===== config.mk =====
export PLATFORM = sky130hd
export DESIGN_NAME = brr_ram
export DESIGN_NICKNAME = d
export VERILOG_FILES = /design/src/rtl/brr_ram.sv
export SDC_FILE = /design/constraint.sdc
export NUM_CORES = 1
export LEC_CHECK = 0
export ABC_AREA = 0
export BUFFER_PORTS_ARGS = -buffer_cell sky130_fd_sc_hd__buf_2
export CAP_MARGIN = 20
export CORE_MARGIN = 2
export CORE_UTILIZATION = 40
export CTS_CLUSTER_DIAMETER = 60
export DETAILED_ROUTE_END_ITERATION = 16
export PLACE_DENSITY = 0.61
export REMOVE_ABC_BUFFERS = 1
export SYNTH_ARGS = -nofsm -noshare
export SYNTH_HDL_FRONTEND = slang
export SYNTH_SLANG_ARGS = --single-unit

===== constraint.sdc =====
create_clock -name clk -period 7.2 [get_ports clk]
set_clock_uncertainty 0.15 [all_clocks]
set_input_delay 0.72 -clock clk [delete_from_list [all_inputs] [get_ports clk]]
set_output_delay 0.72 -clock clk [all_outputs]
set_load 0.01 [all_outputs]

===== src/rtl/brr_ram.sv =====
// Generic single-port RAM with registered read.
// No dependencies.
`default_nettype none
module brr_ram #(
  parameter int WIDTH = 64,
  parameter int DEPTH = 16
) (
  input  wire logic                     clk,
  input  wire logic                     we,
  input  wire logic [$clog2(DEPTH)-1:0] addr,
  input  wire logic [WIDTH-1:0]         wdata,
  output logic      [WIDTH-1:0]         rdata
);
  logic [WIDTH-1:0] mem [DEPTH];

  // Write on enable, register read data
  always_ff @(posedge clk) begin
    if (we) mem[addr] <= wdata;
    rdata <= mem[addr];
  end
endmodule
`default_nettype wire


# [After elaboration in Yosys (flattened, before gate mapping)]
# Memories as Yosys holds them, arrays and structs flattened. A register that Yosys moved wholly into a read port is not among the register bits.
# Index checks and enable logic that the tools add are counted.
[word_totals] input_bits=70 output_inout_bits=64 register_bits=0 ramBits=1024 n_memories=1 word_cells=3
[memory_table] name="mem" depth=16 width=64 rd=1 rd_ports_with_merged_regs=1 wr=1 line="14" source="logic [WIDTH-1:0] mem [DEPTH];"
[classes] muxes=2
[ops] op="2-to-1 mux 1 bit" count=2

# [Depth between registers and ports, before layout]
# Gate-level depths: netlist (run 1).
[depth] word_depth=2 mapped_depth=6 ltp_nobuf=3

# [Least setup slack after synthesis (run 1)]
# OpenSTA, ideal clock, no wires.
[synth_path] path_kind="input port to flip-flop" start="input port addr[1]" end="memory mem[0][0] (enable)" arrival_ps=5652 path_slack_ps=833 t_required_ps=6485 n_path_buf=3 setup_time_ps=565 path_stages=4 cell_sequence="buf_2 > buf_2 > buf_1 > nor3_1"
[synth_lines] element="start, declared" line="10" source="input wire logic [$clog2(DEPTH)-1:0] addr,"
[synth_lines] element="end, declared" line="14"
# No word-level cell before the write port.

==> results of run 1 <==
## cells in the mapped netlist (2+ instances only)
cell type,n
edfxtp_1,1024
mux4_2,256
a22oi_1,128
nand2_1,65
dfxtp_1,64
clkbuf_1,37
buf_2,28
nor2_1,13
buf_1,12
buf_4,7
nor3_1,4
nand2b_1,2
nand3b_1,2
nor2b_1,2
## registers in the layout, indices dropped and copies added, names as in the netlist
name,count
mem,1024
rdata,64
## metal layers
layer  part of all wire [%]  vias to the layer above  routed length [um]  global-route usage (%)
met5                  0.031                        -                  27                       0
met4                    1.4                        4                1210                    3.77
met3                    6.5                       98                5710                    3.35
met2                     48                      557               42300                    27.6
met1                     44                     9685               38300                    24.8
li1                       -                     7456                   -                       -
## area by class of cell
| class | instances | area (um^2) |
|---|---|---|
| multi-input cells | 475 | 7230 |
| well taps | 1287 | 1610 |
| repair buffers | 169 | 1090 |
| flip-flops and latches | 1088 | 32000 |
| clock buffers | 155 | 3110 |
| clock inverters | 48 | 597 |
| fillers | 7987 | 52500 |
| diodes | 1 | 2.50 |
## cells by family after synthesis
kind of cell,after synthesis
AND/OR/NAND/NOR,91
AO/OA/AOI/OAI,128
flip-flops,1088
buffers and inverters,85
multiplexers,256
## power by group through the flow
stage / Clock (mW) / Combinational, mW / Sequential (mW)
after global placement: 0 / 0.623 / 7.26
after CTS: 5.88 / 0.641 / 7.14
after detailed placement: 0 / 0.639 / 7.27
after global routing: 6.13 / 0.681 / 7.14
after floorplan: 0 / 0.271 / 7.27
final: 5.77 / 0.629 / 7.13
## worst max-delay path: cells and delay by family
family	cells	cell delay, ns
AOI/OAI and AO/OA	1	0.28
muxes	1	0.60
buffers and inverters	3	2.22
and+or+nand+nor	1	0.08
## worst max-delay path by stage
stage	to	depth (start not counted)
after floorplan	mem[0][0]$_DFFE_PP_	2
after global placement	rdata[6]$_DFF_P_	6
after detailed placement	rdata[29]$_DFF_P_	6
after CTS	rdata[29]$_DFF_P_	6
after global routing	rdata[29]$_DFF_P_	6
final	rdata[29]$_DFF_P_	6
## through the flow
| stage | setup WS [ns] | cell area, um^2 | util (%) | total power, mW |
|---|---|---|---|---|
| after CTS | 3.41 | 45600 | 46.5 | 13.7 |
| after detailed placement | 2.69 | 41900 | 42.7 | 7.91 |
| final | 3.57 | 45700 | 46.5 | 13.5 |
| after global placement | 2.74 | 41800 | 42.6 | 7.89 |
| after global routing | 3.15 | 45700 | 46.5 | 14.0 |
| after floorplan | 0.901 | 39100 | - | 7.54 |
==> reports/qor.yml, run 1 <==
start_util_pct: 40.3
viasPerCell: 5.52
synth-seq-cells: 1088
wl_per_cell_um: 27.2
synth_enable_flop_cells: 1024
dp_cells: 3016
cts-root-buf: "clkbuf_16"
holdPathEnd: "mem[10][23]$_DFFE_PP_"
grt_use_total_pct: 17.3
grt_overflow: 0
synth-simple-area-share_pct: 0.944
leakagePower_nw: 14.6
final_cell_mix: "edfxtp_1 (1,024), mux4_2 (256), buf_2 (131)"
finalSetupTns_ns: 0
tightest_slew_ns: 1.12
worstPathRequired_ns: 7.60
muxShareOfSynthArea_pct: 14.6
cts_buffers: 109
cts_buffer_depth: 3
status: "completed"
hp-class: "in2reg"
drt-initial-drc-count: 1655
synthXorXnorAreaFrac_pct: 0
drtAntennaViolNets: 0
synthAdderAreaFrac_pct: 0
post-route-min-period_ns: 3.63
yosysWarnings: 0
holdPathStages: 1
report.final.hold_viol_count: 0
area_delta_synth_final_pct: 15.6
yosys_most_used_dff: "edfxtp_1"
drcViolationCount: 0
ys_async_sr_fraction_pct: 0
timing.rr.start: "mem[11][2]$_DFFE_PP_"
crit_start: "addr[0]"
tritoncts: "done"
crit_chain: "buf_8 > buf_12 > buf_4 > mux4_2 > a22oi_1 > nand2_1"
clk_pin_slew_ns: 0.06
die_area_um2: 101000
rows: 115
finalCritPeriodShare_pct: 50.5
max-cap-violations: 0
antenna_found_initial: 7
drtPass1Iterations: 5
ctsResizeCount: 0
comb_power_share_pct: 4.7
maxSlewHeadroom_pct: 25.7
grt_pass1_wl_mm: 128
syn_inst: 1648
cp_slowest_cell: "buf_4"
p_int_mw: 10.8
nNetsFinal: 1913
min_from: "wdata[23]"
r2r_setup_slack_ns: 5.40
ys_top_cells_by_area: "edfxtp_1 (78%), mux4_2 (15%), dfxtp_1 (3.2%)"
ir_drop_v: 0.000195
synth-seq-area-share_pct: 81.1
fmax_mhz: 275
hold-worst-slack_ns: 0.277
hold_buffers: 0
layout_commonest_cell: "edfxtp_1"
start_kind: "input pin"
routabilityCongestion: 0.717
clk_latency_ns: 0.68
synth_top_area_share_pct: 77.8
synth_compound_area_share_pct: 2.43
num_vias: 17800
synth_top_family_by_area: "multiplexers"
timing.rr.end: "rdata[2]$_DFF_P_"
setup_violations: 0
dieWidth_um: 318
p_sw_mw: 2.76
drv_slew: 0
coreArea_um2: 98100
cp.arrival_ns: 4.03
synth_area_um2: 39500
max_stage_delay_ns: 0.90
yosys.cell_types.count: 18
postCtsSetupBuffers: 0
io_buffers: 133
grt_max_degree: 118
die_h_um: 318
rsz0062_at_grt: "no"
r2r_cells: 3
final_cell_count_no_fill: 3223
clkPwrFrac_pct: 42.6
crit_path_max_fanout: 117
grt_pass1_vias: 18600
io_pins: 134
syn_avg_cell_area_um2: 24.0
htree_levels: 3
yosysTopAreaCell: "edfxtp_1"
hpwlAfterDp_mm: 47.2
drive_gt1_share_pct: 31.5
criticalPathCategory: "in2reg"
p_sw_share_pct: 20.4
power_frac_seq_pct: 52.7
postRouteWirelength_mm: 87.5
clock_sinks: 1088
p_per_area_nw_per_um2: 296
end_kind: "flop"
Power figures use the tool's default switching activity.
==> inputs of run 2 (changes only) <==
- ABC_AREA: 0 -> 1
- clock period: 7.2 -> 3.55 ns (I/O delays scaled with it)
==> run 2 against run 1 <==
Effect of this change:
- setup slack lost 2.1 ns
- critical endpoint is now mem[4][21]$_DFFE_PP_
- first-iteration DRC count is 38% higher
- die area up 11%
==> reports/qor.yml, run 2 <==
status: "completed"
crit_path_max_fanout: 51
end_kind: "flop"
num_vias: 28000
dr_wl_met3_mm: 5.62
postCtsSetupBuffers: 0
yosysWarnings: 0
routabilityCongestion: 0.740
report.final.hold_viol_count: 0
rows: 121
htree_levels: 3
antenna_found_initial: 3
criticalPathCategory: "in2reg"
setup_violations: 0
io_pins: 134
viasPerCell: 4.76
yosysTopAreaCell: "edfxtp_1"
worstPathRequired_ns: 3.69
ys_async_sr_fraction_pct: 0
wl_per_cell_um: 18.3
grt_max_degree: 193
cp.arrival_ns: 2.18
synth-seq-area-share_pct: 72.8
ir_drop_v: 0.000388
rsz0062_at_grt: "no"
max-cap-violations: 0
largest-register: "mem"
clk_latency_ns: 0.69
clock_sinks: 1088
drcViolationCount: 0
yosys.cell_types.count: 11
final_cell_mix: "nand2_1 (2,754), edfxtp_1 (1,024), inv_1 (131), buf_2 (131), clkbuf_16 (116)"
synth-seq-cells: 1088
leakagePower_nw: 21.4
cts_buffers: 112
maxSlewHeadroom_pct: 29.1
start_util_pct: 40.3
syn_avg_cell_area_um2: 10.5
drt-initial-drc-count: 2292
layout_commonest_cell: "nand2_1"
dp_cells: 5599
top_regs: "mem x1024, rdata x64"
hp-class: "in2reg"
drive_gt1_share_pct: 8.69
synth_common_cells: "nand2_1 (2,754), edfxtp_1 (1,024), inv_1 (131)"
drv_slew: 0
die_area_um2: 113000
drtAntennaViolNets: 0
grt_pass1_wl_mm: 163
start_kind: "input pin"
post-route-min-period_ns: 2.04
synth_enable_flop_cells: 1024
top_layer: "met4"
p_per_area_nw_per_um2: 562
met1Wirelength_mm: 47.6
syn_inst: 4195
synth_area_um2: 44000
finalCritPeriodShare_pct: 57.5
postRouteWirelength_mm: 107
final_cell_count_no_fill: 5881
die_h_um: 336
ys_top_cells_by_area: "edfxtp_1 (70%), nand2_1 (24%), dfxtp_1 (2.9%)"
yosys_most_used_dff: "edfxtp_1"
grt_overflow: 0
hpwlAfterDp_mm: 52.5
cts_buffer_depth: 3
dieWidth_um: 336
area_delta_synth_final_pct: 15.5
fmax_mhz: 490
io_buffers: 133
grt_pass1_vias: 26800
grt_use_total_pct: 19.0
clk_pin_slew_ns: 0.06
synth_top_area_share_pct: 69.9
nNetsFinal: 4433
coreArea_um2: 109000
tightest_slew_ns: 1.06
cts-root-buf: "clkbuf_16"
dr_wl_met2_mm: 52.7
largest_reg_flops: 1024
tritoncts: "done"
drtPass1Iterations: 5
yosysMostFrequentCell: "nand2_1"
power_mw: 28.6
==> run 2: final cells by class <==
class	count	area, um^2
Sequential cell	1088	32000
Tap cell	1414	1770
Timing Repair Buffer	250	1960
Inverter	135	527
Fill cell	9883	58200
Clock buffer	147	3070
Antenna cell	4	10.0
Multi-Input combinational cell	2776	10600
Clock inverter	67	868
==> run 2: cells by family after synthesis <==
logic type / count (synthesis) / share of synthesized area [%]
buf+inv: 331 / 3.45
flops: 1088 / 72.8
simple gates: 2776 / 23.7
==> run 2: final timing paths <==
check	from	to	slack, ns	cells past startpoint
max	addr[0]	mem[4][21]$_DFFE_PP_	1.51	5
min	addr[1]	rdata[46]$_DFF_P_	0.12	7
max reg2reg	mem[13][1]$_DFFE_PP_	rdata[1]$_DFF_P_	2.24	8
min reg2reg	mem[2][40]$_DFFE_PP_	rdata[40]$_DFF_P_	0.52	8
==> run 2: power breakdown <==
part	total [mW]	internal [mW]	switching (mW)	leakage (nW)
registers	14.5	14.4	0.101	9.79
clock network	12.4	7.43	4.96	1.94
logic	1.71	0.483	1.22	9.65
total	28.6	22.3	6.28	21.4
==> run 2: worst max-delay path: stages <==
cell and delay, ns:
buf_8 0.14, inv_8 0.30, nand3_1 0.42, nor2_4 0.20, buf_4 0.68
==> run 2: layer usage <==
| metal | track usage, % | vias to the layer above |
|---|---|---|
| met2 | 32.9 | 645 |
| li1 | - | 13800 |
| met1 | 25.6 | 13400 |
| met5 | 0 | - |
| met4 | 4.13 | 0 |
| met3 | 2.52 | 114 |
==> run 2: repair_timing <==
item,CTS,global route
resized for setup,0,0
hold buffers,64,0
endpoints found under the hold margin,1024,0
==> run 2: per-stage QoR <==
stage / hold WS (ns) / util [%] / area [um^2] / setup TNS, ns / setup slack (ns)
5_1_grt: 0.151 / 46.6 / 50800 / 0 / 1.44
4_1_cts: 0.0859 / 46.6 / 50800 / 0 / 1.54
3_5_place_dp: 0.530 / 42.4 / 46200 / 0 / 0.812
6_report: 0.120 / 46.6 / 50800 / 0 / 1.51
3_3_place_gp: 0.523 / 42.4 / 46200 / 0 / 0.861
2_1_floorplan: 0.304 / - / 43000 / -3574.27 / -4.81
==> inputs of run 3 (changes only) <==
- ABC_AREA: 1 -> 0
- clock period: 3.55 -> 1.95 ns (I/O delays scaled with it)
==> run 3 against run 2 <==
Effect of this change:
- cell count decreased by 42%
- sequential power rose by 81%
- critical path depth up 2
- register-to-register slack worse by 1.9 ns
- first-iteration DRC count fell by 29%
- wire length down 17%
- largest cell class unchanged
- combinational power rose by 57%
- non-clock buffer count grew 103
- clock-buffer cell count did not move
- utilization grew 2.6 points
==> reports/qor.yml, run 3 (synthesized netlist as in run 1, its figures left out) <==
status: "completed"
cts-root-buf: "clkbuf_16"
io_pins: 134
criticalPathCategory: "in2reg"
drtAntennaViolNets: 0
crit_path_max_fanout: 28
drv_slew: 0
num_vias: 18500
ir_drop_v: 0.000719
drcViolationCount: 0
setup_violations: 0
dieWidth_um: 318
area_delta_synth_final_pct: 22.1
end_kind: "flop"
rsz0062_at_grt: "no"
postLayoutSetupSlackWorst_ns: 0.0970
p_per_area_nw_per_um2: 1050
tritoncts: "done"
clk_latency_ns: 0.68
largest-register: "mem"
layout_commonest_cell: "edfxtp_1"
post-route-min-period_ns: 1.85
viasPerCell: 5.41
top_regs: "mem x1024, rdata x64"
dp_cells: 3138
diodes: 0
hp-class: "in2reg"
postRouteWirelength_mm: 89.2
cts_buffers: 112
hpwlAfterDp_mm: 52.4
finalCritPeriodShare_pct: 95.0
fmax_mhz: 540
grt_overflow: 0
max_stage_delay_ns: 0.59
cp.arrival_ns: 2.26
drive_gt1_share_pct: 34.6
io_buffers: 133
r2r_setup_slack_ns: 0.36
drtPass1Iterations: 5
grt_use_total_pct: 17.8
clock_sinks: 1088
max-cap-violations: 0
wl_per_cell_um: 26.1
htree_levels: 3
antenna_found_initial: 5
clk_pin_slew_ns: 0.06
maxSlewHeadroom_pct: 72.0
final_cell_mix: "edfxtp_1 (1,024), mux4_2 (256), buf_2 (131)"
die_area_um2: 101000
worstPathRequired_ns: 2.36
die_h_um: 318
dpl_worst_slack_ns: -0.215
start_kind: "input pin"
cpMostUsedCell: "buf_12"
tightest_slew_ns: 0.420
leakagePower_nw: 15.7
coreArea_um2: 98100
routabilityCongestion: 0.740
crit_chain: "dlygate4sd3_1 > buf_12 > buf_12 > buf_4 > mux4_2 > a22oi_2 > nand2_1"
grt_pass1_wl_mm: 133
drt-initial-drc-count: 1623
largest_reg_flops: 1024
report.final.hold_viol_count: 0
postCtsSetupBuffers: 0
rows: 115
final_cell_count_no_fill: 3414
cts_buffer_depth: 3
grt_pass1_vias: 19700
cp_slowest_cell: "dlygate4sd3_1"
nNetsFinal: 2100
start_util_pct: 40.3
grt_max_degree: 53
## run 3: cell count changes in the layout (fill, tap and decap cells not counted), moves of 36 or more
cell / before / now
buf_12: 19 / 85
a22oi_1: 0 / 127
inv_1: 131 / 0
nand2_1: 2754 / 65
buf_4: 34 / 70
mux4_2: 0 / 256
## run 3: metrics by stage
step	total power [mW]	setup TNS, ns	instance area (um^2)	utilization [%]	hold WS, ns
after floorplan	27.9	-2393.18	39100	-	0.144
after global placement	29.4	-7.40	43800	44.6	0.406
after detailed placement	29.4	-7.54	43800	44.6	0.432
after CTS	51.2	0	48200	49.1	0.107
after global routing	52.3	0	48200	49.2	0.142
final	50.6	0	48200	49.2	0.129
## run 3: timing repair
item                       in CTS  in global routing
hold endpoints to repair     1026                  0
setup endpoints to repair       0                  2
gates resized for setup         0                  3
hold buffers                   65                  0
## run 3: layout make-up
| cell class | count | area [um^2] |
|---|---|---|
| Tap cell | 1287 | 1610 |
| Clock buffer | 147 | 3080 |
| Sequential cell | 1088 | 32000 |
| Clock inverter | 64 | 713 |
| Timing Repair Buffer | 353 | 3580 |
| Fill cell | 7864 | 49900 |
| Multi-Input combinational cell | 475 | 7240 |
## run 3: final timing paths
kind                                             from           endpoint  cells past startpoint
worst max-delay path                          addr[1]  rdata[29]$_DFF_P_                      7
worst min-delay path                          addr[0]  rdata[40]$_DFF_P_                      5
worst max register to register   mem[3][21]$_DFFE_PP_  rdata[21]$_DFF_P_                      3
worst min register to register  mem[15][52]$_DFFE_PP_  rdata[52]$_DFF_P_                      3
## run 3: layer usage
layer | part of all wire, % | global-route usage [%] | up-vias
li1 | - | - | 7845
met1 | 43 | 24.9 | 9971
met2 | 49 | 29.2 | 525
met3 | 5.8 | 3.24 | 113
met4 | 1.5 | 4.15 | 8
met5 | 0.061 | 0 | -
## run 3: where the power goes
group	internal [mW]	switching, mW
Sequential	26.1	0.175
Clock	12.8	8.87
Combinational	1.21	1.47
## run 3: worst max-delay path: cells and delay by family
kind	cells	cell delay [ns]
muxes	1	0.31
and+or+nand+nor	1	0.12
AOI/OAI and AO/OA	1	0.31
buffers and inverters	4	1.24
